**src/psts_queue.sv**
```systemverilog
// short first-in first-out queue between the front and back ends
// depends on nothing but its parameters
module psts_queue #(
    parameter int WIDTH = 8,
    parameter int DEPTH = 4
) (
    input  logic             i_clk,
    input  logic             i_rst_n,
    input  logic             i_push_valid,
    output logic             o_push_ready,
    input  logic [WIDTH-1:0] i_push_data,
    output logic             o_pop_valid,
    input  logic             i_pop_ready,
    output logic [WIDTH-1:0] o_pop_data
);

    localparam int PW = (DEPTH > 1) ? $clog2(DEPTH) : 1;
    localparam int CW = $clog2(DEPTH + 1);
    localparam logic [PW-1:0] PTR_LAST = PW'(DEPTH - 1);
    localparam logic [CW-1:0] CNT_FULL = CW'(DEPTH);

    logic [WIDTH-1:0] r_data [DEPTH];
    logic [PW-1:0]    r_wr_ptr;
    logic [PW-1:0]    r_rd_ptr;
    logic [CW-1:0]    r_count;
    logic             w_push;
    logic             w_pop;

    assign o_push_ready = (r_count != CNT_FULL);
    assign o_pop_valid  = (r_count != '0);
    assign w_push       = i_push_valid && o_push_ready;
    assign w_pop        = o_pop_valid && i_pop_ready;
    assign o_pop_data   = r_data[r_rd_ptr];

    always_ff @(posedge i_clk) begin
        if (!i_rst_n) begin
            r_wr_ptr <= '0;
            r_rd_ptr <= '0;
            r_count  <= '0;
        end else begin
            if (w_push) begin
                r_wr_ptr <= (r_wr_ptr == PTR_LAST) ? '0 : PW'(r_wr_ptr + 1'b1);
            end
            if (w_pop) begin
                r_rd_ptr <= (r_rd_ptr == PTR_LAST) ? '0 : PW'(r_rd_ptr + 1'b1);
            end
            if (w_push && !w_pop) begin
                r_count <= CW'(r_count + 1'b1);
            end else if (w_pop && !w_push) begin
                r_count <= CW'(r_count - 1'b1);
            end
        end
    end

    always_ff @(posedge i_clk) begin
        if (w_push) begin
            r_data[r_wr_ptr] <= i_push_data;
        end
    end

endmodule

```
**config.mk**
```make
export PLATFORM = sky130hd
export DESIGN_NAME = psts_queue
export DESIGN_NICKNAME = d
export VERILOG_FILES = /design/src/psts_queue.sv
export SDC_FILE = /design/constraint.sdc
export NUM_CORES = 1
export LEC_CHECK = 0
export BUFFER_PORTS_ARGS = -buffer_cell sky130_fd_sc_hd__buf_2
export CORE_MARGIN = 1
export CORE_UTILIZATION = 35
export CTS_CLUSTER_DIAMETER = 120
export CTS_CLUSTER_SIZE = 12
export DETAILED_ROUTE_END_ITERATION = 8
export PLACE_DENSITY_LB_ADDON = 0.2
export SYNTH_ARGS = -nofsm -noshare
export SYNTH_HDL_FRONTEND = slang
export SYNTH_SLANG_ARGS = --single-unit
```
**constraint.sdc**
```tcl
create_clock -name i_clk -period 2.3 [get_ports i_clk]
set_input_delay 0.69 -clock i_clk [delete_from_list [all_inputs] [get_ports i_clk]]
set_output_delay 0.69 -clock i_clk [all_outputs]
set_load 0.005 [all_outputs]
```
* After elaboration in Yosys (flattened, before gate mapping)
Memories as Yosys holds them, arrays and structs flattened. A register that Yosys moved wholly into a read port is not among the register bits.
Cells that the tools add are included.
** Storage, ports and cells
- Output and inout port bits :: 10
- Bits of input ports :: 12
- Memory bits (writable) :: 32
- Memories kept :: 1
- Logic and storage cells :: 27
- Register bits :: 7
** Memory list
- r_data :: words 4, width 8, rd ports 1, clocked after memory_dff 1, wr ports 1, RTL line 22 : logic [WIDTH-1:0] r_data [DEPTH];
** Operators by class
- Reduce and logical (&&, ||, !) cells :: 8
- Equality and inequality tests :: 3
- Add/subtract/negate cells :: 4
- Muxes and demuxes :: 8
** Operators by type and width (number)
- $mux W2 :: 4
- $mux W3 :: 2
- $add A2 B1 Y2 const B :: 2
- $eq A2 B2 Y1 const B :: 2
- $logic_and A1 B1 Y1 :: 4
- $add A3 B1 Y3 const B :: 1
- $ne A3 B3 Y1 const B :: 1
- $reduce_bool A3 Y1 :: 1
- $sub A3 B1 Y3 const B :: 1
- $logic_not A1 Y1 :: 2
- $mux W1 :: 2
- $reduce_bool A2 Y1 :: 1

* Depth between registers and ports, before layout
Gate-level depths: netlist of the first run.
- Word-level depth :: 6
- Depth in mapped cells :: 9
- Depth with buffers taken out :: 8

* Least setup slack after synthesis of the first run
Ideal clock, no wire load.
- Path type :: input to register
- Start point :: input i_pop_ready
- End point :: register r_count[2]
- Setup slack :: 0.070 ns
- Buffers on the path :: 0
- Required time :: 2.224 ns
- Stages :: 7
- Arrival time :: 2.154 ns
- Cells stage by stage :: o31ai_1 > ha_1 > inv_1 > fa_1 > xor2_1 > or3_2 > a21boi_0
** On the way
- Cells in the longest elaborated chain, start to end :: 4
- Elaborated cells on any way between the ends :: 6
** Ends and longest elaborated chain
- from (decl) :: RTL line 13 : input logic i_pop_ready,
- $logic_and A1 B1 Y1 (*) :: RTL line 32 : assign w_pop = o_pop_valid && i_pop_ready;
- $logic_not A1 Y1 :: RTL line 47 : if (w_push && !w_pop) begin
- $logic_and A1 B1 Y1 :: RTL line 47
- $mux W3 / $reduce_bool A2 Y1 (equally long branches)
- to (signal assigned) :: RTL line 48 : r_count <= CW'(r_count + 1'b1);
- to (signal assigned) :: RTL line 50 : r_count <= CW'(r_count - 1'b1);
- to (decl) :: RTL line 25 : logic [CW-1:0] r_count;
Every way passes the cells marked *; elsewhere a longest branch is shown, timed or not.
A chain may end at the register's enable or synchronous reset.

==> results.sh, run 1 <==
export IMPL_p_leak_uw=0.000718
export IMPL_coreArea_um2=4410
export IMPL_clockBufferDepth=2
export IMPL_synth_top_flop_cell="edfxtp_1"
export IMPL_hold_depth=2
export IMPL_switching_share=0.268
export IMPL_critPathMaxFanout=5
export IMPL_status="completed"
export IMPL_worst_ep_required_time_ps=1610
export IMPL_r2r_start="r_count[1]"
export IMPL_diodes=0
export IMPL_maxCapViolations=0
export IMPL_grt_usage=0.122
export IMPL_cts_buffers=5
export IMPL_synth_cell_types=26
export IMPL_via_per_inst=4.83
export IMPL_io_buffers=21
export IMPL_wire_per_inst_um=14.7
export IMPL_timing_fmax_mhz=467
export IMPL_comb_power_share=0.266
export IMPL_ir_drop_mv=0.446
export IMPL_cts_max_level=2
export IMPL_clock_sinks=41
export IMPL_postPlaceCellArea_um2=1830
export IMPL_endpoint_kind="output pin"
export IMPL_final_nets=142
export IMPL_first_iter_violations=26
export IMPL_drive_gt1_frac=0.435
export IMPL_min_to="r_wr_ptr[1]"
export IMPL_dr_pass1_iters=4
export IMPL_cp_slowest_cell="mux4_2"
export IMPL_setup_violations=0
export IMPL_yosysWarnings=0
export IMPL_seq_area_frac_synth=0.698
export IMPL_grt_pass1_wl_mm=4.34
export IMPL_hold_viol=0
export IMPL_hold_path_startpoint="r_wr_ptr[1]"
export IMPL_grt_pass1_vias=892
export IMPL_synth_nets=112
export IMPL_reg2regPathDepth=8
export IMPL_rrSetupSlack_ps=170
export IMPL_crit_type="register to output pin"
export IMPL_root_buffer="clkbuf_8"
export IMPL_critPathMaxStageDelay_ps=510
export IMPL_tightest_slew_ps=418
export IMPL_maxSlewViolCount=0
export IMPL_rsz0062_at_grt="no"
export IMPL_gp_congestion=0.710
export IMPL_dieArea_um2=4950
export IMPL_p_total_uw=2140
export IMPL_syn_area_um2=1640
export IMPL_drc_errors=0
export IMPL_path_clk_slew_ps=80
export IMPL_post_cts_buffers=0
export IMPL_min_path_type="register to register"
export IMPL_clk_latency_ps=290
export IMPL_dp_hpwl_mm=1.86
export IMPL_synth_cells=93
export IMPL_syn2layout_area_growth_pct=19.7
export IMPL_cts_hold_buf=0
export IMPL_wirelength_mm=2.58
export IMPL_ant_nets=0
export IMPL_relSlewSlack=0.721
export IMPL_fin_crit_sh=0.931
export IMPL_p_switching_uw=571
export IMPL_synth_edf_count=32
export IMPL_worstPathArrival_ps=1450
export IMPL_cp_start_kind="register"
export IMPL_final_cell_area_um2=1960
export IMPL_antenna_found_initial=0
export IMPL_async_flop_share=0
export IMPL_overflow=0
export IMPL_ios=22
export IMPL_synth_avg_cell_area_um2=17.6
export IMPL_finalCriticalPeriod_ps=2140
export IMPL_r2r_end="r_count[2]"
export IMPL_cts_tree="built"
export IMPL_power_density_nw_per_um2=1090
export IMPL_pwr_share_seq=0.466
export IMPL_start_util=0.370
export IMPL_die_x_um=70.4
export IMPL_final_setup_tns_ps=0
export IMPL_num_rows=24
export IMPL_clock_skew_ps=7.05
export IMPL_vias=850
export IMPL_yosys_register_bits=41
export IMPL_crit_chain="buf_4 -> mux4_2 -> buf_2"
export IMPL_p_int_uw=1560
export IMPL_grt_max_degree=15
export IMPL_clockPowerShare=0.269
export IMPL_die_y_um=70.4
## per-layer routing
layer  GRT usage  wire, um  up-vias
met5           0         0        -
met4      0.0667        60        0
met3      0.0447       142        7
met2       0.194      1330       19
met1       0.143      1050      412
li1            -         -      412
## layout make-up
cell class | count | area [um2]
fill | 388 | 2460
sequential | 41 | 1140
multi-input combinational | 45 | 470
timing repair buffer | 27 | 150
clock buffer | 5 | 68.8
tap | 52 | 65.1
clock inverter | 3 | 46.3
inverter | 3 | 11.3
## worst max-delay path, delay by kind of cell, from the launching register on
kind                   cells  cell delay, ps
multiplexers               1             510
flip-flops                 1             340
buffers and inverters      2             310
## what timing repair did
action | in CTS | in global routing
gates resized for setup | 0 | 4
endpoints found under the hold margin | 0 | 0
endpoints found under the setup margin | 0 | 1
## through the flow
stage	std cells	util	hold WS [ps]	setup slack, ps
4_1_cts	176	0.441	511	76.8
3_5_place_dp	168	0.415	500	-103
6_report	176	0.443	508	158
3_3_place_gp	168	0.415	492	26.0
2_1_floorplan	93	-	468	70.2
5_1_grt	176	0.443	546	7.24
## cell families (layout without fill, tap and decap cells)
logic type,after synthesis,after routing,synth area share
XOR/XNOR,2,2,0.0107
flip-flops,41,41,0.698
adder cells (fa/ha/maj),7,7,0.0581
AO/OA/AOI/OAI,6,6,0.0214
AND/OR/NAND/NOR,20,20,0.0719
buffers and inverters,7,38,0.0176
multiplexers,10,10,0.122
## synthesized netlist by cell type (all sizes together), types with 2 or more instances
| master | number | area share |
|---|---|---|
| mux2i | 2 | 0.012 |
| edfxtp | 32 | 0.59 |
| nor2 | 2 | 0.0046 |
| or3 | 2 | 0.0092 |
| dfxtp | 9 | 0.11 |
| ha | 6 | 0.046 |
| and2 | 2 | 0.0092 |
| mux4 | 8 | 0.11 |
| nand3 | 2 | 0.0061 |
| clkbuf | 2 | 0.0054 |
| inv | 3 | 0.0069 |
| buf | 2 | 0.0054 |
| nand2 | 5 | 0.011 |
| o21ai | 4 | 0.012 |
| and3 | 4 | 0.018 |
## power groups by stage
| stage | clock network [uW] | registers, uW | logic, uW |
|---|---|---|---|
| 2_1_floorplan | 0 | 974 | 387 |
| 5_1_grt | 621 | 1010 | 637 |
| 3_3_place_gp | 0 | 998 | 556 |
| 3_5_place_dp | 0 | 1000 | 579 |
| 6_report | 574 | 994 | 567 |
| 4_1_cts | 588 | 987 | 580 |
## flip-flops by register name (all words and copies together) (netlist names), named ones only
signal and flops:
r_wr_ptr 2, r_count 3, r_data 32, r_rd_ptr 2
## placed cells by master (no fill, tap or decap), types with 2 or more instances in the layout
| cell type | instances |
|---|---|
| and3_2 | 4 |
| buf_2 | 21 |
| buf_4 | 6 |
| clkbuf_8 | 5 |
| dfxtp_1 | 6 |
| dfxtp_2 | 3 |
| edfxtp_1 | 32 |
| ha_1 | 6 |
| inv_1 | 3 |
| mux2i_1 | 2 |
| mux4_2 | 8 |
| nand2_1 | 5 |
| nand3_1 | 2 |
| nor2_1 | 2 |
| o21ai_0 | 4 |
| or3_2 | 2 |
## worst max-delay path by stage
stage	startpoint	slack (ps)	end	cells after the start
floorplan	i_pop_ready	70	r_count[2]	7
global placement	i_pop_ready	30	r_count[2]	8
detailed placement	i_pop_ready	-100	r_count[2]	8
CTS	r_count[1]	80	r_count[2]	7
global route	r_count[0]	7	r_count[2]	8
finish	register	160	o_pop_data[0]	3
Power figures use the tool's default switching activity.
==> inputs of run 2 (changes only) <==
--- a/config.mk
+++ b/config.mk
@@ -6,6 +6,7 @@
 export NUM_CORES = 1
 export LEC_CHECK = 0
 export BUFFER_PORTS_ARGS = -buffer_cell sky130_fd_sc_hd__buf_2
+export CAP_MARGIN = 5
 export CORE_MARGIN = 1
 export CORE_UTILIZATION = 35
 export CTS_CLUSTER_DIAMETER = 120
==> constraint.sdc (replaced) <==
create_clock -name i_clk -period 2 [get_ports i_clk]
set_input_delay 0.6 -clock i_clk [delete_from_list [all_inputs] [get_ports i_clk]]
set_output_delay 0.6 -clock i_clk [all_outputs]
set_load 0.005 [all_outputs]
==> run 2 against run 1 <==
Net effect:
- the flow now finishes with violations (negative setup slack)
- combinational power rose by 32%
- sequential share of layout area is 0.23 points lower
- cell area increased by 1.3%
- register-to-register slack worse by 120 ps
- die area stayed put
- critical path depth stayed put
- utilization up 0.57 points
- largest cell class unchanged
- largest power group unchanged
==> results.sh, run 2 (synthesis gave the netlist of run 1 again) <==
export IMPL_regMostFlops="r_data"
export IMPL_largest_reg_flops=32
export IMPL_crit_chain="buf_6 -> mux4_2 -> buf_2"
export IMPL_timing_fmax_mhz=499
export IMPL_maxCapViolations=0
export IMPL_gp_congestion=0.687
export IMPL_finalCriticalPeriod_ps=2000
export IMPL_drive_gt1_frac=0.472
export IMPL_dp_hpwl_mm=1.89
export IMPL_cts_max_level=2
export IMPL_root_buffer="clkbuf_8"
export IMPL_grt_pass1_wl_mm=4.28
export IMPL_diodes=0
export IMPL_drc_errors=0
export IMPL_cts_tree="built"
export IMPL_path_clk_slew_ps=70
export IMPL_die_y_um=70.4
export IMPL_clockBufferDepth=2
export IMPL_antenna_found_initial=0
export IMPL_grt_pass1_vias=929
export IMPL_mostFrequentLayoutCell="edfxtp_1"
export IMPL_crit_type="register to output pin"
export IMPL_via_per_inst=4.88
export IMPL_power_density_nw_per_um2=1220
export IMPL_postPlaceCellArea_um2=1880
export IMPL_maxSlewViolCount=0
export IMPL_dieArea_um2=4950
export IMPL_die_x_um=70.4
export IMPL_relSlewSlack=0.830
export IMPL_layout_common_cells="edfxtp_1 (32), buf_2 (21), mux4_2 (8)"
export IMPL_critPathMaxFanout=5
export IMPL_p_total_uw=2420
export IMPL_ir_drop_mv=0.603
export IMPL_hold_viol=0
export IMPL_first_iter_violations=26
export IMPL_syn2layout_area_growth_pct=21.2
export IMPL_final_nets=143
export IMPL_critPathMaxStageDelay_ps=500
export IMPL_wire_per_inst_um=14.8
export IMPL_wirelength_mm=2.62
export IMPL_final_cell_area_um2=1980
export IMPL_clk_latency_ps=290
export IMPL_pre_cts_slack_ps=-83.2
export IMPL_coreArea_um2=4410
export IMPL_worstPathArrival_ps=1400
export IMPL_min_path_type="register to register"
export IMPL_cts_buffers=5
export IMPL_ios=22
export IMPL_endpoint_kind="output pin"
export IMPL_rsz0062_at_grt="yes"
export IMPL_num_rows=24
export IMPL_setup_slack_ps=-3.84
export IMPL_grt_usage=0.120
export IMPL_fin_crit_sh=1.00
export IMPL_clock_sinks=41
export IMPL_top_regs="r_data (32), r_count (3)"
export IMPL_cp_start_kind="register"
export IMPL_vias=863
export IMPL_p_leak_uw=0.000713
export IMPL_start_util=0.370
export IMPL_ant_nets=0
export IMPL_cts_hold_buf=0
export IMPL_grt_max_degree=14
export IMPL_status="finished, violations left"
export IMPL_io_buffers=21
export IMPL_violations="negative setup slack"
export IMPL_worst_ep_required_time_ps=1400
export IMPL_setup_violations=1
export IMPL_dr_pass1_iters=3
export IMPL_clock_skew_ps=4.97
export IMPL_overflow=0
export IMPL_tightest_slew_ps=256
export IMPL_cp_slowest_cell="mux4_2"
## run 2: worst max-delay path: cells and delay by family, from the launching register on
family / cells / cell delay [ps]
buffers and inverters: 2 / 280
multiplexers: 1 / 500
flip-flops: 1 / 340
## run 2: layout make-up
type,instances,area (um2)
repair buffers,28,165
multi-input cells,45,502
well taps,52,65.1
clock inverters,2,11.3
clock buffers,6,72.6
fillers,390,2430
inverters,3,11.3
flip-flops and latches,41,1150
## run 2: routing by layer
| metal | global-route usage | wire length [um] | part of all wire |
|---|---|---|---|
| met2 | 0.199 | 1370 | 0.52 |
| met5 | 0 | 0 | 0 |
| met4 | 0.0400 | 12 | 0.0046 |
| met1 | 0.134 | 1100 | 0.42 |
| met3 | 0.0592 | 133 | 0.051 |
## run 2: repair_timing
item,4_1_cts,5_1_grt
resized for setup,4,2
pin swaps,0,2
setup endpoints to repair,8,10
buffers inserted,0,0
## run 2: power breakdown
part	internal [uW]	switching, uW	total [uW]	leakage [uW]
Combinational	434	314	747	0.000305
Clock	242	263	505	0.0000388
Sequential	1070	100	1170	0.000370
Total	1750	677	2420	0.000713
## run 2: stage by stage
step / setup TNS, ps / hold slack, ps / util / std cells
global placement: -35.4 / 489 / 0.426 / 169
floorplan: 0 / 468 / - / 93
CTS: -79.2 / 501 / 0.448 / 177
finish: -3.84 / 495 / 0.449 / 177
global route: -346 / 508 / 0.449 / 177
detailed placement: -83.2 / 492 / 0.426 / 169
## run 2: path summary, 6_finish.rpt
| check | endpoint | slack, ps | start | depth (start not counted) |
|---|---|---|---|---|
| max | o_pop_data[0] | -4 | register | 3 |
| min | r_wr_ptr[1] | 490 | r_wr_ptr[1] | 2 |
| max reg2reg | r_count[2] | 50 | r_count[2] | 7 |
| min reg2reg | r_wr_ptr[1] | 490 | r_wr_ptr[1] | 2 |
