File: config.mk
export PLATFORM = sky130hd
export DESIGN_NAME = psts_front_flat
export DESIGN_NICKNAME = d
export VERILOG_FILES = /design/src/psts_pkg.sv /design/src/psts_if.sv /design/src/psts_front.sv /design/src/flat_wrapper.sv
export SDC_FILE = /design/constraint.sdc
export NUM_CORES = 1
export LEC_CHECK = 0
export ABC_CLOCK_PERIOD_IN_PS = 9410
export BUFFER_PORTS_ARGS = -buffer_cell sky130_fd_sc_hd__buf_4
export CORE_MARGIN = 5
export CORE_UTILIZATION = 48
export DETAILED_ROUTE_END_ITERATION = 12
export HOLD_SLACK_MARGIN = 0.15
export PLACE_DENSITY = 0.67
export SYNTH_ARGS = -nofsm -noshare
export SYNTH_HDL_FRONTEND = slang
export SYNTH_SLANG_ARGS = --single-unit
File: constraint.sdc
create_clock -name i_clk -period 9.41 [get_ports i_clk]
set_input_delay 1.4115 -clock i_clk [delete_from_list [all_inputs] [get_ports i_clk]]
set_output_delay 1.4115 -clock i_clk [all_outputs]
set_load 0.02 [all_outputs]
File: src/psts_pkg.sv
// shared types and constants of the polar scan to screen points block
// no dependencies; all other files but psts_queue refer to it by scoped names
package psts_pkg;

    localparam int STEPS_PER_TURN_DEF = 360;

    // field widths
    localparam int ANGLE_W   = 9;
    localparam int DIST_W    = 16;
    localparam int REFL_W    = 16;
    localparam int CFG_W     = 10;
    localparam int RAD_W     = CFG_W;
    localparam int PT_W      = 11;
    localparam int COLOR_W   = 16;
    localparam int TRIG_W    = 17;
    localparam int FRAC_W    = 15;
    localparam int CFG_IDX_W = 2;

    // distance / 5 by reciprocal: exact for every 16 bit distance
    localparam int              RQ_W    = 14;
    localparam int              DIV5_SH = 19;
    localparam int              DIV5_MW = 17;
    localparam logic [16:0]     DIV5_M  = 17'd104858;

    localparam logic [COLOR_W-1:0] COLOR_NO_RETURN = 16'hA000;
    localparam logic [COLOR_W-1:0] COLOR_OFFSET    = 16'h0AF0;
    localparam logic [COLOR_W-1:0] COLOR_ERASE     = 16'h0000;

    localparam logic [PT_W-1:0] PT_MAX = {PT_W{1'b1}};

    localparam logic [CFG_W-1:0] CENTER_X_RST   = 10'd400;
    localparam logic [CFG_W-1:0] CENTER_Y_RST   = 10'd200;
    localparam logic [CFG_W-1:0] MAX_RADIUS_RST = 10'd200;

    localparam int QUEUE_DEPTH = 4;

    // fixed point angle constants for the sine table
    localparam logic [63:0] PI_HALF_Q30 = 64'd1686629713;
    localparam logic [63:0] ONE_Q30     = 64'd1 << 30;
    localparam logic [63:0] OCTANT_Q30  = 64'd1 << 29;

    typedef enum logic [CFG_IDX_W-1:0] {
        CFG_CENTER_X   = 2'd0,
        CFG_CENTER_Y   = 2'd1,
        CFG_MAX_RADIUS = 2'd2
    } t_cfg_idx;

    typedef struct packed {
        logic [CFG_W-1:0] center_x;
        logic [CFG_W-1:0] center_y;
        logic [CFG_W-1:0] max_radius;
    } t_cfg;

    typedef struct packed {
        logic [RAD_W-1:0]   radius;
        logic [COLOR_W-1:0] color;
    } t_job;

    localparam int JOB_W = $bits(t_job);

endpackage

File: src/psts_if.sv
// valid/ready channel interfaces for range samples and screen points
// depends on psts_pkg for the field widths
interface psts_sample_if;
    logic                            valid;
    logic                            ready;
    logic [psts_pkg::ANGLE_W-1:0]    angle_index;
    logic [psts_pkg::DIST_W-1:0]     distance;
    logic [psts_pkg::REFL_W-1:0]     reflectivity;

    modport source (output valid, output angle_index, output distance,
                    output reflectivity, input ready);
    modport sink   (input valid, input angle_index, input distance,
                    input reflectivity, output ready);
endinterface


File: src/psts_front.sv
// front end: takes range samples, wraps the step index, scales the radius
// and picks the colour; depends on psts_pkg and psts_if
module psts_front #(
    parameter int STEPS_PER_TURN = psts_pkg::STEPS_PER_TURN_DEF
) (
    input  logic                               i_clk,
    input  logic                               i_rst_n,
    input  logic                               i_hold,
    input  logic [psts_pkg::CFG_W-1:0]         i_max_radius,
    psts_sample_if.sink                        i_sample,
    output logic                               o_valid,
    input  logic                               i_ready,
    output logic [$clog2(STEPS_PER_TURN)-1:0]  o_k,
    output psts_pkg::t_job                     o_job
);

    localparam int KW = $clog2(STEPS_PER_TURN);
    localparam int AW = psts_pkg::ANGLE_W;
    localparam int SH = AW + KW;
    localparam int MW = AW + 2;
    localparam logic [63:0] M_ANG_L =
        ((64'd1 << SH) + 64'(STEPS_PER_TURN) - 64'd1) / 64'(STEPS_PER_TURN);
    localparam logic [MW-1:0] M_ANG   = MW'(M_ANG_L);
    localparam int            QPW     = AW + KW + 1;
    localparam logic [KW:0]   STEPS_C = (KW+1)'(STEPS_PER_TURN);
    localparam int            DPW     = psts_pkg::DIST_W + psts_pkg::DIV5_MW;

    logic                         w_s1_free;
    logic                         w_s2_free;
    logic                         w_accept;
    logic [AW+MW-1:0]             w_ang_prod;
    logic [AW-1:0]                w_ang_q;
    logic [DPW-1:0]               w_dist_prod;
    logic [psts_pkg::RQ_W-1:0]    w_dist_q;
    logic [psts_pkg::COLOR_W-1:0] w_color;
    logic [QPW-1:0]               w_qs_prod;
    logic [AW-1:0]                w_k_full;
    logic [psts_pkg::RAD_W-1:0]   w_radius;

    logic                         r_s1_valid;
    logic [AW-1:0]                r_s1_angle;
    logic [AW-1:0]                r_s1_q;
    logic [psts_pkg::RQ_W-1:0]    r_s1_rq;
    logic                         r_s1_zero;
    logic [psts_pkg::COLOR_W-1:0] r_s1_color;
    logic                         r_s2_valid;
    logic [KW-1:0]                r_s2_k;
    psts_pkg::t_job               r_s2_job;

    assign w_s2_free      = !r_s2_valid || i_ready;
    assign w_s1_free      = !r_s1_valid || w_s2_free;
    assign i_sample.ready = w_s1_free && !i_hold;
    assign w_accept       = i_sample.valid && i_sample.ready;

    // quotient of the step index by the turn length, reciprocal form
    assign w_ang_prod  = (AW+MW)'(i_sample.angle_index) * (AW+MW)'(M_ANG);
    assign w_ang_q     = AW'(w_ang_prod >> SH);
    assign w_dist_prod = DPW'(i_sample.distance) * DPW'(psts_pkg::DIV5_M);
    assign w_dist_q    = psts_pkg::RQ_W'(w_dist_prod >> psts_pkg::DIV5_SH);
    assign w_color     = (i_sample.reflectivity == '0) ? psts_pkg::COLOR_NO_RETURN :
                         i_sample.reflectivity + psts_pkg::COLOR_OFFSET;

    assign w_qs_prod = QPW'(r_s1_q) * QPW'(STEPS_C);
    assign w_k_full  = r_s1_angle - AW'(w_qs_prod);

    always_comb begin
        if (r_s1_zero) begin
            w_radius = i_max_radius;
        end else if (r_s1_rq > psts_pkg::RQ_W'(i_max_radius)) begin
            w_radius = i_max_radius;
        end else begin
            w_radius = psts_pkg::RAD_W'(r_s1_rq);
        end
    end

    always_ff @(posedge i_clk) begin
        if (!i_rst_n) begin
            r_s1_valid <= 1'b0;
            r_s2_valid <= 1'b0;
        end else begin
            if (w_s1_free) begin
                r_s1_valid <= w_accept;
            end
            if (w_s2_free) begin
                r_s2_valid <= r_s1_valid;
            end
        end
    end

    always_ff @(posedge i_clk) begin
        if (w_accept) begin
            r_s1_angle <= i_sample.angle_index;
            r_s1_q     <= w_ang_q;
            r_s1_rq    <= w_dist_q;
            r_s1_zero  <= (i_sample.reflectivity == '0);
            r_s1_color <= w_color;
        end
        if (w_s2_free && r_s1_valid) begin
            r_s2_k          <= KW'(w_k_full);
            r_s2_job.radius <= w_radius;
            r_s2_job.color  <= r_s1_color;
        end
    end

    assign o_valid = r_s2_valid;
    assign o_k     = r_s2_k;
    assign o_job   = r_s2_job;

endmodule

File: src/flat_wrapper.sv
// flat-port wrapper written by rule: the top's interface ports become plain ports
module psts_front_flat 
#(
    parameter int STEPS_PER_TURN = psts_pkg::STEPS_PER_TURN_DEF
)
  (i_clk, i_rst_n, i_hold, i_max_radius, o_valid, i_ready, o_k, o_job, i_sample_valid, i_sample_angle_index, i_sample_distance, i_sample_reflectivity, i_sample_ready);
  psts_sample_if i_sample_i ();
  input  logic i_clk;
  input  logic i_rst_n;
  input  logic i_hold;
  input  logic [psts_pkg::CFG_W-1:0] i_max_radius;
  output logic o_valid;
  input  logic i_ready;
  output logic [$clog2(STEPS_PER_TURN)-1:0] o_k;
  output psts_pkg::t_job o_job;
  input wire logic [$bits(i_sample_i.valid)-1:0] i_sample_valid;
  input wire logic [$bits(i_sample_i.angle_index)-1:0] i_sample_angle_index;
  input wire logic [$bits(i_sample_i.distance)-1:0] i_sample_distance;
  input wire logic [$bits(i_sample_i.reflectivity)-1:0] i_sample_reflectivity;
  output wire logic [$bits(i_sample_i.ready)-1:0] i_sample_ready;
  assign i_sample_i.valid = i_sample_valid;
  assign i_sample_i.angle_index = i_sample_angle_index;
  assign i_sample_i.distance = i_sample_distance;
  assign i_sample_i.reflectivity = i_sample_reflectivity;
  assign i_sample_ready = i_sample_i.ready;
  psts_front #(.STEPS_PER_TURN(STEPS_PER_TURN)) u_core (.i_clk(i_clk), .i_rst_n(i_rst_n), .i_hold(i_hold), .i_max_radius(i_max_radius), .i_sample(i_sample_i), .o_valid(o_valid), .i_ready(i_ready), .o_k(o_k), .o_job(o_job));
endmodule
Yosys cells after proc, flatten, opt, wreduce, memory -nomap -nowiden
Index checks and enable logic that the tools add are counted.
Operators by class
  add/subtract/negate cells: 2
  reduce and logical (&&, ||, !) cells: 9
  order comparisons: 1
  divide/modulo/power cells: 0
  shift operators: 0
  equal/unequal tests: 0
  $mul: 3
  mux-type cells: 2
  bitwise gates (word level): 0
Operator list (number)
  16-bit by 16-bit multiplier with 32-bit output (second input constant): 1
  10-bit 2-to-1 mux: 2
  9-bit by 10-bit multiplier with 19-bit output (second input constant): 1
  16-bit by 12-bit adder with 16-bit output (second input constant): 1
  16-bit logical NOT: 1
  14-bit by 10-bit greater-than comparator with 1-bit output: 1
  9-bit subtractor: 1
  1-bit by 6-bit multiplier with 6-bit output (second input constant): 1
  1-bit logical AND: 3
  1-bit logical NOT: 3
  1-bit logical OR: 2
Storage, ports and cells
  input port bits: 56
  register bits after elaboration: 78
  memory bits (read-only): 0
  output and inout bits: 37
  memories kept: 0
  memory bits (writable): 0
  bits in latches: 0

Logic depth before layout (Yosys ltp)
  word-level depth: 5
  mapped depth: 20
  gate-level depth less buffers: 20

Least setup slack after synthesis
OpenSTA, ideal clock, no wires.
  kind: input port to flip-flop
  from: input i_sample_distance[6]
  to: register u_core.r_s1_rq[8] (netlist name), data pin
  arrival time: 6039 ps
  required time: 9150 ps
  setup slack: 3110 ps
  buffers on the path: 0
  stages on the path: 18
  path through: ha_1 inv_1 fa_1 inv_1 fa_1 fa_1 fa_1 inv_1 fa_1 inv_1 ha_1 a21oi_1 o21ai_0 nor2_1 o21ai_2 a311o_2 a311oi_2 xnor2_1
On the way
  longest elaborated chain between the ends: 1
RTL lines
  from (decl): RTL line flat_wrapper.sv:18  | input wire logic [$bits(i_sample_i.distance)-1:0] i_sample_distance;
  16-bit by 16-bit multiplier with 32-bit output: RTL line psts_front.sv:58  | assign w_dist_prod = DPW'(i_sample.distance) * DPW'(psts_pkg::DIV5_M);
  named net u_core.w_dist_prod[27]: RTL line psts_front.sv:33  | logic [DPW-1:0] w_dist_prod;
  to (signal assigned): RTL line psts_front.sv:94  | r_s1_rq <= w_dist_q;
  to (decl): RTL line psts_front.sv:43  | logic [psts_pkg::RQ_W-1:0] r_s1_rq;
The timed path passes the listed nets, and every way through them passes these cells.
A chain may end at the register's enable or synchronous reset.

Worst setup path in the final report
  from: input i_sample_distance[4]
  to: register u_core.r_s1_rq[12] (netlist name), data pin
Same word-level chain as after synthesis.

==> impl_metrics.yaml <==
logic_synthesis:
  synth_cells: 814
  synthSimpleGateAreaFrac: 0.0458
  yosys_most_used_dff: "edfxtp_1"
  synthMuxAreaShare: 0.0125
  synth_adder_area_share: 0.485
  synth_top_family_by_area: "adder cells"
  syn_area_um2: 9010
  synth_xor_area_frac: 0.0330
  synth_enable_flop_cells: 76
  ys_seq_elements: 78
  yosys_warnings: 0
  syn_avg_cell_area_um2: 11.1
  ys_types: 48
  async_reset_ff_frac: 0
  synth-compound-area-share: 0.0643
  yosysSeqAreaShare: 0.258
  synthesis.nets: 1159
global_route:
  antenna_found_initial: 0
  grt_max_degree: 43
  grt_pass1_vias: 5969
  grt-ovfl-total: 0
  grt_pass1_wl_um: 29000
  grt_use_total: 0.166
detailed_routing:
  drtIter0Drc: 158
  drc: 0
  first_pass_iters: 4
  wirelength_um: 17200
  dr_total_vias: 5721
  drtAntennaViolNets: 0
  wl_per_cell_um: 14.9
  viasPerCell: 4.97
die:
  initial_utilization: 0.485
  die_x_um: 147
  dieArea_um2: 21600
  coreArea_um2: 18600
  ios: 93
  die_h_um: 147
  rows: 50
timing:
  min_period_ps: 6510
  slew_headroom: 0.349
  setup_viol: 0
  hold_viol: 0
  setup_ws_ps: 2900
  hold_ws_ps: 413
  worst_pin_slew_ps: 977
  rsz0062_at_grt: "no"
  clock_skew_ps: 7.99
  fmax_mhz: 154
  period_share: 0.691
  finalSetupTns_ps: 0
  slew_viol_final: 0
placed_design:
  place_congestion: 0.892
  io_buffers: 92
  dp_hpwl_um: 15300
  preCtsSetupSlack_ps: 2530
power:
  powerDensity_nw_per_um2: 265
  clock_power_share: 0.115
  p_int_mw: 1.51
  seq_power_share: 0.189
  peakVddDrop_mv: 0.177
  p_sw_mw: 1.21
  p_comb_frac: 0.696
  p_leak_nw: 5.30
  swShare: 0.446
  p_total_mw: 2.72
critical_path:
  reg2regPathDepth: 7
  cp_data_required_time_ps: 9480
  end_kind: "register"
  crit_path_top_delay_cell: "fa_1"
  critPathBufInv: 5
  setup.worst_path.start_class: "input port"
  cpPeakStageDelay_ps: 550
  crit_chain: "buf_4 -> ha_1 -> xor2_1 -> ha_1 -> fa_1 -> inv_1 -> fa_1 -> inv_1 -> fa_1 -> inv_1 -> fa_1 -> inv_1 -> ha_1 -> a21o_1 -> a31oi_1 -> a2bb2oi_1 -> o21ai_0 -> o41ai_2 -> o21bai_1 -> xor2_1"
  crit_arrival_ps: 6580
  cp.depth: 20
  crit_family: "adder cells"
  critPathMaxFanout: 6
  path_class: "input port to register"
cells_and_area:
  diodes: 0
  finalNetCount: 1257
  post_route_cells_drive_above_1_share: 0.141
  synthToLayoutAreaGrowth_pct: 13.9
  fillCellCount: 1608
job:
  drv_cap: 0
clock_tree:
  clockBufferDepth: 2
  cts-root-buf: "clkbuf_16"
  cts.clk_slew.worst_paths_ps: 60
  postCtsSetupBuffers: 0
  holdBufCountCts: 0
  ctsHtreeMaxLevel: 3
  cts_tree: "done"
  cts.sinks: 78
  clkLatencyLatePin_ps: 330
  cts_resized: 0
  cts_buffers: 9
run_status:
  outcome: "finished, final reports clean"
worst_hold_path:
  min_path_type: "register to register"
  whs_path_depth: 0
==> per-stage QoR <==
stage	area (µm²)	cells	utilization
4_1_cts	10300	1151	0.552
3_5_place_dp	9980	1135	0.537
3_3_place_gp	9980	1135	0.537
6_report	10300	1151	0.552
2_1_floorplan	9010	814	-
5_1_grt	10300	1151	0.552
==> logic make-up after synthesis <==
logic type,count (synthesis)
muxes,10
xor gates and xnor gates,34
and+or+nand+nor,78
adders and majority gates,289
DFF,78
buffers and inverters,243
AOI/OAI and AO/OA,82
==> path summary, 6_finish.rpt <==
path,endpoint,slack (ps),start
min,u_core.o_job[11]$_DFFE_PP_,410,u_core.r_s1_color[11]$_SDFFCE_PP0P_
max reg2reg,u_core.o_job[18]$_DFFE_PP_,6940,u_core.r_s1_rq[3]$_DFFE_PP_
max,u_core.r_s1_rq[12]$_DFFE_PP_,2900,i_sample_distance[4]
min reg2reg,u_core.o_job[11]$_DFFE_PP_,410,u_core.r_s1_color[11]$_SDFFCE_PP0P_
==> layer usage <==
layer / routed length (µm) / up-vias / global-route usage / part of all wire
met2: 7940 / 137 / 0.269 / 0.46
met4: 257 / 0 / 0.0405 / 0.015
li1: - / 2866 / - / -
met3: 959 / 24 / 0.0275 / 0.056
met5: 0 / - / 0 / 0
met1: 8020 / 2694 / 0.234 / 0.47
==> cells in the mapped netlist, types with 5 or more instances <==
cell      instances  area [µm²]
inv_1           237         890
a21oi_1          23         115
ha_1            188        2350
edfxtp_1         76        2280
xnor2_1          21         184
mux2_2           10         113
nor3_1            6        30.0
nor2_1           21        78.8
and4_1            5        43.8
nand4_1           8        50.1
nand3_1           5        25.0
o21ai_0           7        35.0
nand2_1          10        37.5
fa_1            101        2020
clkbuf_1          6        22.5
nor2b_1           6        37.5
a21o_1           18         135
xor2_1           13         114
a31oi_1           5        31.3
==> cells in the final DEF, fill, tap and decap left out, types with 2 or more instances in the layout <==
cell / n
ha_1: 188
xnor2_1: 21
nand2_1: 10
a211oi_1: 3
nor2_1: 21
o21ai_0: 7
nand3_1: 5
clkinv_4: 5
o21bai_1: 3
edfxtp_1: 76
and3_1: 4
o21a_1: 3
fa_1: 101
buf_4: 93
mux2_2: 10
nor3_1: 6
o211ai_1: 2
clkbuf_16: 9
and4_1: 5
nor4_1: 3
and2_1: 3
a31oi_1: 5
nand2b_1: 2
a2bb2oi_1: 2
dfxtp_1: 2
inv_1: 237
or4_1: 2
nor2b_1: 5
xor2_1: 13
nand4_1: 8
a21oi_1: 23
a21o_1: 18
==> area by class of cell <==
type / instances / area, µm² / area share
repair buffers: 93 / 698 / 0.0680
clock inverters: 6 / 48.8 / 0.00476
clock buffers: 10 / 229 / 0.0223
inverters: 237 / 890 / 0.0867
well taps: 234 / 293 / 0.0285
multi-input cells: 493 / 5780 / 0.563
flip-flops and latches: 78 / 2320 / 0.226
==> state kept, by name, summed over array words and instances (netlist names) <==
name               flops
u_core.o_k             9
u_core.r_s1_valid      1
u_core.r_s1_q          1
u_core.r_s1_zero       1
u_core.r_s1_color     16
u_core.o_valid         1
u_core.r_s1_rq        14
u_core.r_s1_angle      9
u_core.o_job          26
==> power groups by stage <==
| stage | clock [mW] | sequential, mW | combinational, mW |
|---|---|---|---|
| detailed placement | 0 | 0.522 | 1.92 |
| finish | 0.313 | 0.514 | 1.89 |
| CTS | 0.320 | 0.515 | 1.93 |
| global route | 0.338 | 0.519 | 2.19 |
| global placement | 0 | 0.520 | 1.89 |
| floorplan | 0 | 0.521 | 1.46 |
Note: power is estimated with default switching activity, not from simulation.
